**config.mk**
```make
export PLATFORM = sky130hd
export DESIGN_NAME = plpm_cell
export DESIGN_NICKNAME = d
export VERILOG_FILES = /design/src/sv/plpm_pkg.sv /design/src/sv/plpm_cell.sv
export SDC_FILE = /design/constraint.sdc
export NUM_CORES = 1
export LEC_CHECK = 0
export ABC_CLOCK_PERIOD_IN_PS = 4580
export BUFFER_PORTS_ARGS = -buffer_cell sky130_fd_sc_hd__buf_2
export CORE_MARGIN = 1.5
export CORE_UTILIZATION = 55
export DETAILED_ROUTE_END_ITERATION = 10
export PLACE_DENSITY = 0.77
export SYNTH_ARGS = -nofsm -noshare
export SYNTH_HDL_FRONTEND = slang
export SYNTH_SLANG_ARGS = --single-unit
export TNS_END_PERCENT = 1
```
**constraint.sdc**
```tcl
create_clock -name clk -period 4.58 [get_ports clk]
set_clock_uncertainty 0.1 [all_clocks]
set_input_delay 0.229 -clock clk [delete_from_list [all_inputs] [get_ports clk]]
set_output_delay 0.229 -clock clk [all_outputs]
set_load 0.05 [all_outputs]
```
**src/sv/plpm_pkg.sv**
```systemverilog
// shared types and constants for the longest prefix rule matcher
// no dependencies; imported by plpm_cell and path_longest_prefix_rule_match
package plpm_pkg;

	// default sizes of the rule table
	localparam int RULES_DEF        = 16;
	localparam int PREFIX_BYTES_DEF = 64;

	// transaction field widths
	localparam int OP_W    = 2;
	localparam int SLOT_W  = 4;
	localparam int POS_W   = 6;
	localparam int BYTE_W  = 8;
	localparam int PLEN_W  = 6;
	localparam int KIND_W  = 3;
	localparam int CNT_W   = 5;
	localparam int RIDX_W  = 4;
	localparam int MLEN_W  = 6;

	// operation codes
	localparam logic [OP_W-1:0] OP_LOAD_BYTE = 2'd0;
	localparam logic [OP_W-1:0] OP_LOAD_HDR  = 2'd1;
	localparam logic [OP_W-1:0] OP_PATH      = 2'd2;
	localparam logic [OP_W-1:0] OP_NONE      = 2'd3;

	// register index of the count of rules in use
	localparam logic REG_RULES_USED = 1'b0;

	// special path characters
	localparam logic [BYTE_W-1:0] SLASH_BYTE = 8'h2F;
	localparam logic [BYTE_W-1:0] STAR_BYTE  = 8'h2A;

	// control bundle broadcast from the sequencer to every rule cell
	typedef struct packed {
		logic              wr_byte;
		logic              wr_hdr;
		logic              rd;
		logic              eval;
		logic              last;
		logic [SLOT_W-1:0] slot;
		logic [POS_W-1:0]  pos;
		logic [BYTE_W-1:0] value;
		logic [PLEN_W-1:0] len;
		logic [KIND_W-1:0] kind;
	} plpm_ctl_t;

endpackage

```
**src/sv/plpm_cell.sv**
```systemverilog
// one rule cell: prefix bytes, header, match flags and one step of the best-rule chain
// depends on plpm_pkg
module plpm_cell #(
	parameter int RULES        = plpm_pkg::RULES_DEF,
	parameter int PREFIX_BYTES = plpm_pkg::PREFIX_BYTES_DEF,
	parameter int INDEX        = 0,
	localparam int AW    = $clog2(PREFIX_BYTES),
	localparam int PW    = $clog2(PREFIX_BYTES + 1),
	localparam int IDX_W = (RULES > 1) ? $clog2(RULES) : 1
) (
	input  logic                         clk,
	input  logic                         arst_n,
	input  plpm_pkg::plpm_ctl_t          ctl,
	input  logic [PW-1:0]                path_pos,
	input  logic [plpm_pkg::KIND_W-1:0]  query_kind,
	input  logic [plpm_pkg::CNT_W-1:0]   rules_used,
	input  logic                         clear,
	input  logic                         tin_found,
	input  logic [IDX_W-1:0]             tin_idx,
	input  logic [AW-1:0]                tin_len,
	output logic                         tout_found,
	output logic [IDX_W-1:0]             tout_idx,
	output logic [AW-1:0]                tout_len
);
	import plpm_pkg::*;

	logic [BYTE_W-1:0] mem [PREFIX_BYTES];
	logic [BYTE_W-1:0] rd_a_q;
	logic [BYTE_W-1:0] rd_b_q;
	logic [AW-1:0]     len_q;
	logic [KIND_W-1:0] kind_q;
	logic              star_q;
	logic              match_q;
	logic              hit_q;
	logic              sel;
	logic              wr_en;
	logic [PW:0]       p_ext;
	logic [PW:0]       l_ext;
	logic              in_range;
	logic              m_next;
	logic              hit_set;
	logic              cand;
	logic              take;

	assign sel   = (32'(ctl.slot) == INDEX);
	assign wr_en = ctl.wr_byte && sel && (32'(ctl.pos) < PREFIX_BYTES);

	// prefix byte memory, both reads registered
	always_ff @(posedge clk) begin
		if (wr_en) begin
			mem[AW'(ctl.pos)] <= ctl.value;
		end
		if (ctl.rd) begin
			rd_a_q <= mem[AW'(path_pos)];
			rd_b_q <= mem[len_q - AW'(1)];
		end
	end

	// header and star shadow of the first prefix byte
	always_ff @(posedge clk) begin
		if (ctl.wr_hdr && sel) begin
			if (32'(ctl.len) > PREFIX_BYTES - 1) begin
				len_q <= AW'(PREFIX_BYTES - 1);
			end else begin
				len_q <= AW'(ctl.len);
			end
			kind_q <= ctl.kind;
		end
		if (wr_en && ctl.pos == '0) begin
			star_q <= (ctl.value == STAR_BYTE);
		end
	end

	// per-byte compare against this rule
	always_comb begin
		p_ext    = (PW + 1)'(path_pos);
		l_ext    = (PW + 1)'(len_q);
		in_range = p_ext < l_ext;
		m_next   = match_q && (!in_range || rd_a_q == ctl.value);
		hit_set  = (in_range && (p_ext + (PW + 1)'(1) == l_ext) && m_next
			&& (ctl.last || rd_b_q == SLASH_BYTE))
			|| ((p_ext == l_ext) && match_q && ctl.value == SLASH_BYTE);
	end

	always_ff @(posedge clk or negedge arst_n) begin
		if (!arst_n) begin
			match_q <= 1'b1;
			hit_q   <= 1'b0;
		end else if (clear) begin
			match_q <= 1'b1;
			hit_q   <= 1'b0;
		end else if (ctl.eval) begin
			match_q <= m_next;
			if (hit_set) begin
				hit_q <= 1'b1;
			end
		end
	end

	// best-rule chain step: longer wins, earlier cell wins ties
	assign cand = (32'(rules_used) > INDEX) && (kind_q == query_kind)
		&& (hit_q || (len_q == AW'(1) && star_q));
	assign take = cand && (!tin_found || len_q > tin_len);

	always_ff @(posedge clk or negedge arst_n) begin
		if (!arst_n) begin
			tout_found <= 1'b0;
			tout_idx   <= '0;
			tout_len   <= '0;
		end else if (take) begin
			tout_found <= 1'b1;
			tout_idx   <= IDX_W'(INDEX);
			tout_len   <= len_q;
		end else begin
			tout_found <= tin_found;
			tout_idx   <= tin_idx;
			tout_len   <= tin_len;
		end
	end

endmodule
```
== Word level (Yosys, flattened, before mapping) ==
Memories as Yosys holds them, arrays and structs flattened. A register that Yosys moved wholly into a read port is not among the register bits.
Index checks and enable logic that the tools add are counted.
W data, S select, Z words.
Word-level totals
  register bits after elaboration: 23
  bits in latches: 0
  bits in writable memories: 512
  memory bits (read-only): 0
  input port bits: 61
  output and inout bits: 11
  memories: 1
Cells by class
  $add $sub $neg: 2
  $mul: 0
  div/mod/pow operators: 0
  order comparisons: 3
  eq/ne operators: 8
  shift operators: 0
  multiplexer cells: 10
  bitwise operators: 0
  reduce and logical (&&, ||, !) cells: 25
Memories
  mem: words 64, bits a word 8, rd ports 2, clocked after memory_dff 2, write ports 1, RTL line plpm_cell.sv:27  | logic [BYTE_W-1:0] mem [PREFIX_BYTES];
Operator list (number)
  $eq A8 B6 Y1 const B: 3
  $logic_and A1 B1 Y1: 13
  $add A7 B1 Y8 const B: 1
  $eq A8 B6 Y1: 1
  $eq A8 B8 Y1: 1
  $mux W1: 8
  $eq A7 B6 Y1: 1
  $lt A7 B6 Y1: 1
  $eq A6 B1 Y1 const B: 1
  $gt A6 B6 Y1: 1
  $logic_not A6 Y1: 1
  $mux W6: 1
  $sub A6 B1 Y6 const B: 1
  $gt A5 B1 Y1 const B: 1
  $logic_or A1 B1 Y1: 5
  $logic_not A4 Y1: 1
  $mux W4: 1
  $reduce_bool A2 Y1: 2
  $eq A3 B3 Y1: 1
  $logic_not A1 Y1: 2
  $reduce_and A2 Y1: 1

== Longest topological paths before layout ==
  depth after elaboration: 10
  gate-level depth with buffers: 15
  depth with buffers taken out: 8

== Worst setup path after synthesis ==
No wires, ideal clock.
  path kind: register -> register
  from: reg len_q[0]
  to: reg rd_b_q[3], read port of mem, data pin
  library setup time: 288 ps
  arrival time: 2948 ps
  data required time: 4192 ps
  setup slack: 1243 ps
  stages on the path, launching flop included: 15
  path buffers: 7
  cell sequence: edfxtp_1 > buf_4 > buf_4 > buf_4 > buf_4 > inv_1 > ha_1 > buf_2 > clkbuf_1 > buf_2 > mux4_2 > nand2_1 > nand2_1 > a221oi_1 > a32oi_1
Between the ends
  cells in the longest elaborated chain, start to end: 1
Ends and longest elaborated chain
  from (decl): RTL line plpm_cell.sv:30  | logic [AW-1:0] len_q;
  from (signal assigned): RTL line plpm_cell.sv:63  | len_q <= AW'(PREFIX_BYTES - 1);
  from (signal assigned): RTL line plpm_cell.sv:65  | len_q <= AW'(ctl.len);
  $sub A6 B1 Y6: RTL line plpm_cell.sv:55  | rd_b_q <= mem[len_q - AW'(1)];
  to (decl): RTL line plpm_cell.sv:29  | logic [BYTE_W-1:0] rd_b_q;
Every way passes these cells.
A chain may end at the register's enable or synchronous reset.

== Worst setup path in the final report ==
  from: reg len_q[1]
  to: reg rd_b_q[5], read port of mem, data pin
The elaborated chain is that of the path after synthesis.

==> metrics.txt <==
outcome=finished clean; Int Power=0.00827 W; power share of the combinational group=a little over 7%; initial antenna violation count=1; IO buf count=71; crit path to=rd_b_q[5]$_DFFE_PP_; Syn-to-layout area delta=12.9%; Synth cell types=56; Worst VDD drop=0.323 mV; PwrDens=361 mW/mm²; drt drc=0; Vias/cell=7.13; Core ar.=0.0466 mm²; hpwl dp=45600 µm; post-place setup slack=0.983 ns; RSZ-0062 raised after global routing=no; cts bufs inserted=54; setup TNS=0 ns; remaining antenna violation count after routing=0; multi-input logic area=0.00902 mm²; Final setup viols=0; ys flop type=edfxtp_1; DRT Pass-1 Iters=7; die width=220 µm; FMAX=270 MHz; Psw=0.00233 W; async set-reset flop share out of synthesis=2.36%; GP Congestion=~0.91; Die ar.=0.0486 mm²; Layout fillers=3105; TritonCTS clock tree=done; CTS HTree Levels=2; WL/cell=~34 µm; number of clock sinks=~550; fraction of final layout cells sized beyond drive strength 1=34.4%; Net count, final=1571; Period Utilization, post-route=just over 80%; # IOs=~70; worst path required time=4.79 ns; end of the worst register-to-register path=rd_b_q[5]$_DFFE_PP_; largest net degree at the start of global routing=67; 1st-iter DRT viols=2560; total power draw=0.0106 W; Seq. cell area=roughly 0.016 mm²; R2R Setup Slk=0.88 ns; via count=15300; Startpoint Class=flop; Hold Path Class=input pin to flop; FF+latch count, synth=551; WS Path Type=flop to flop; Initial Util=55.8%; Syn Nets=roughly 1400; Static Leak=9.63 nW; largest fanout on the critical path=12; Total GRT Usage=30.8%; # rows=about 80; Warnings, synthesis=0; synthesized area per cell=19.3 µm²; first-pass GRT wire length=between 100000 and 150000 µm; start point of the critical path=len_q[1]$_DFFE_PP_; clk root buf=clkbuf_16; Max-cap violations=0; Post-synth EDFFs=538; Clk Latency, worst-skew pair=0.61 ns; Post-Route Utilization=63.1%; switching share of total power=between 20% and 30%; Reg power frac=~53%; Worst R2R Start=len_q[1]$_DFFE_PP_; fin crit period=between 3 and 4 ns; vias in the first global route=roughly 16000; non-filler cells, final=2147; sequential share of the synthesized area=63.4%; Gate Count Post-Synth=1347; worst path arrival time=3.91 ns; # Post-CTS Setup Buffers=0; clock tree buffer depth=3; Mapped Area=0.0260 mm²; placed cell count=2018; crit end category=flop; die height=220 µm; routed wire length=72100 µm; R2R cell count=8; Slew headroom=20.4%; worst setup margin=0.880 ns; Worst-path clk slew=approximately 0.060 ns; worst slew pin tran=~1.2 ns; max-slew violation count=0; Clk pwr share=40.4%; grt ovf=0; Fin. Hold Viols=0
==> final cells by class <==
cell class / count / area share (%)
Antenna cell: 1 / 0.00852
Clock buffer: 66 / 4.83
Clock inverter: 34 / 0.861
Inverter: 25 / 0.320
Multi-Input combinational cell: 682 / 30.7
Sequential cell: 551 / 56.1
Tap cell: 607 / 2.59
Timing Repair Buffer: 181 / 4.53
==> metal layers <==
| metal | track usage (%) | wire length (µm) | up-vias |
|---|---|---|---|
| met5 | 0 | 0 | - |
| met4 | 12.9 | 3480 | 0 |
| met3 | 7.85 | 9810 | 215 |
| met2 | 48.1 | 33700 | 1220 |
| met1 | 41.9 | 25100 | 7868 |
| li1 | - | - | 6012 |
==> worst min path at each step <==
stage	depth (start not counted)	slack (ns)	startpoint	to
finish	4	0.07	rules_used[0]	tout_found$_DFF_PN0_
global route	1	0.08	ctl[13]	mem[44][4]$_DFFE_PP_
CTS	1	0.05	ctl[13]	mem[45][4]$_DFFE_PP_
detailed placement	1	0.03	arst_n	tout_idx[3]$_DFF_PN0_
global placement	1	0.03	arst_n	tout_idx[2]$_DFF_PN0_
floorplan	0	-0.17	arst_n	hit_q$_DFFE_PN0P_
==> sequential cells by signal, indices dropped and copies added, names as in the netlist, 3 cells and up <==
register,cells
mem,512
kind_q,3
len_q,6
rd_a_q,8
tout_len,6
tout_idx,4
rd_b_q,8
==> critical path, cell delays in order (launching register included) <==
cell      delay [ns]
edfxtp_1        0.54
inv_1           0.22
ha_4            0.25
xor2_4          0.47
buf_4           0.36
nor2_1          0.16
a221o_1         0.45
a222oi_1        0.69
o21ai_1         0.14
==> timing repair <==
item / 4_1_cts / 5_1_grt
endpoints found under the hold margin: 51 / 0
gates resized for setup: 0 / 0
hold buffers: 28 / 0
==> cell families (layout without fill, tap and decap cells) <==
family          count (synthesis)  count (layout)  share of synthesized area [%]
fa+ha+maj                      15              15                          0.722
xor+xnor                       24              24                          0.809
simple gates                  245             245                           4.25
compound gates                 79              79                           2.33
buf+inv                       114             306                           2.05
mux                           319             319                           26.4
flops                         551             551                           63.4
other cells                     0               1                              0
==> stage by stage <==
| step | area [µm²] | hold WS, ns |
|---|---|---|
| 2_1_floorplan | 26000 | -0.167 |
| 3_3_place_gp | 27400 | 0.0325 |
| 3_5_place_dp | 27400 | 0.0341 |
| 4_1_cts | 29400 | 0.0520 |
| 5_1_grt | 29400 | 0.0811 |
| 6_report | 29400 | 0.0708 |
==> power groups by stage <==
stage	registers (W)	clock network [W]	logic, W
5_1_grt	0.00557	0.00448	0.000782
3_3_place_gp	0.00567	0	0.000706
4_1_cts	0.00557	0.00431	0.000736
3_5_place_dp	0.00567	0	0.000713
2_1_floorplan	0.00569	0	0.000406
6_report	0.00557	0.00428	0.000748
==> cell usage in the layout (no fill, tap or decap), types with 2 or more instances in the layout <==
cell type	n
edfxtp_1	538
mux4_2	294
nand2_1	84
nor2_1	80
buf_4	77
buf_2	69
clkbuf_16	55
nand3_1	29
dlygate4sd3_1	28
inv_1	25
mux2i_1	24
clkinv_1	19
a22oi_1	18
xor2_1	14
ha_1	14
dfrtp_1	12
clkbuf_1	11
a221oi_1	10
and2_1	10
clkinv_2	9
xnor2_1	8
nand3b_1	8
o21ai_1	7
a221o_1	6
o22ai_1	6
nor3_1	5
nor2b_1	5
a21oi_1	5
a222oi_1	5
nor4_1	5
buf_12	5
nand2b_1	4
o21ai_0	4
nand4_1	4
bufinv_16	4
a21o_1	3
or3_1	2
o31ai_1	2
a2111oi_0	2
==> cell usage after synthesis (2+ instances only) <==
cell type | instances | area share [%]
a2111oi_0 | 2 | 0.067
a21o_1 | 3 | 0.087
a21oi_1 | 5 | 0.096
a221o_1 | 6 | 0.23
a221oi_1 | 10 | 0.34
a222oi_1 | 5 | 0.19
a22oi_1 | 18 | 0.52
and2_1 | 10 | 0.24
buf_1 | 9 | 0.13
buf_2 | 32 | 0.62
buf_4 | 17 | 0.49
clkbuf_1 | 31 | 0.45
dfrtp_1 | 12 | 1.2
edfxtp_1 | 538 | 62
ha_1 | 15 | 0.72
inv_1 | 25 | 0.36
mux2i_1 | 24 | 0.92
mux4_2 | 294 | 25
nand2_1 | 84 | 1.2
nand2b_1 | 4 | 0.096
nand3_1 | 29 | 0.56
nand3b_1 | 8 | 0.23
nand4_1 | 4 | 0.096
nor2_1 | 80 | 1.2
nor2b_1 | 5 | 0.12
nor3_1 | 5 | 0.096
nor4_1 | 5 | 0.12
o21ai_0 | 4 | 0.077
o21ai_1 | 7 | 0.13
o22ai_1 | 6 | 0.14
o31ai_1 | 2 | 0.058
or3_1 | 2 | 0.048
xnor2_1 | 9 | 0.30
xor2_1 | 15 | 0.51
Note: power is estimated with default switching activity, not from simulation.
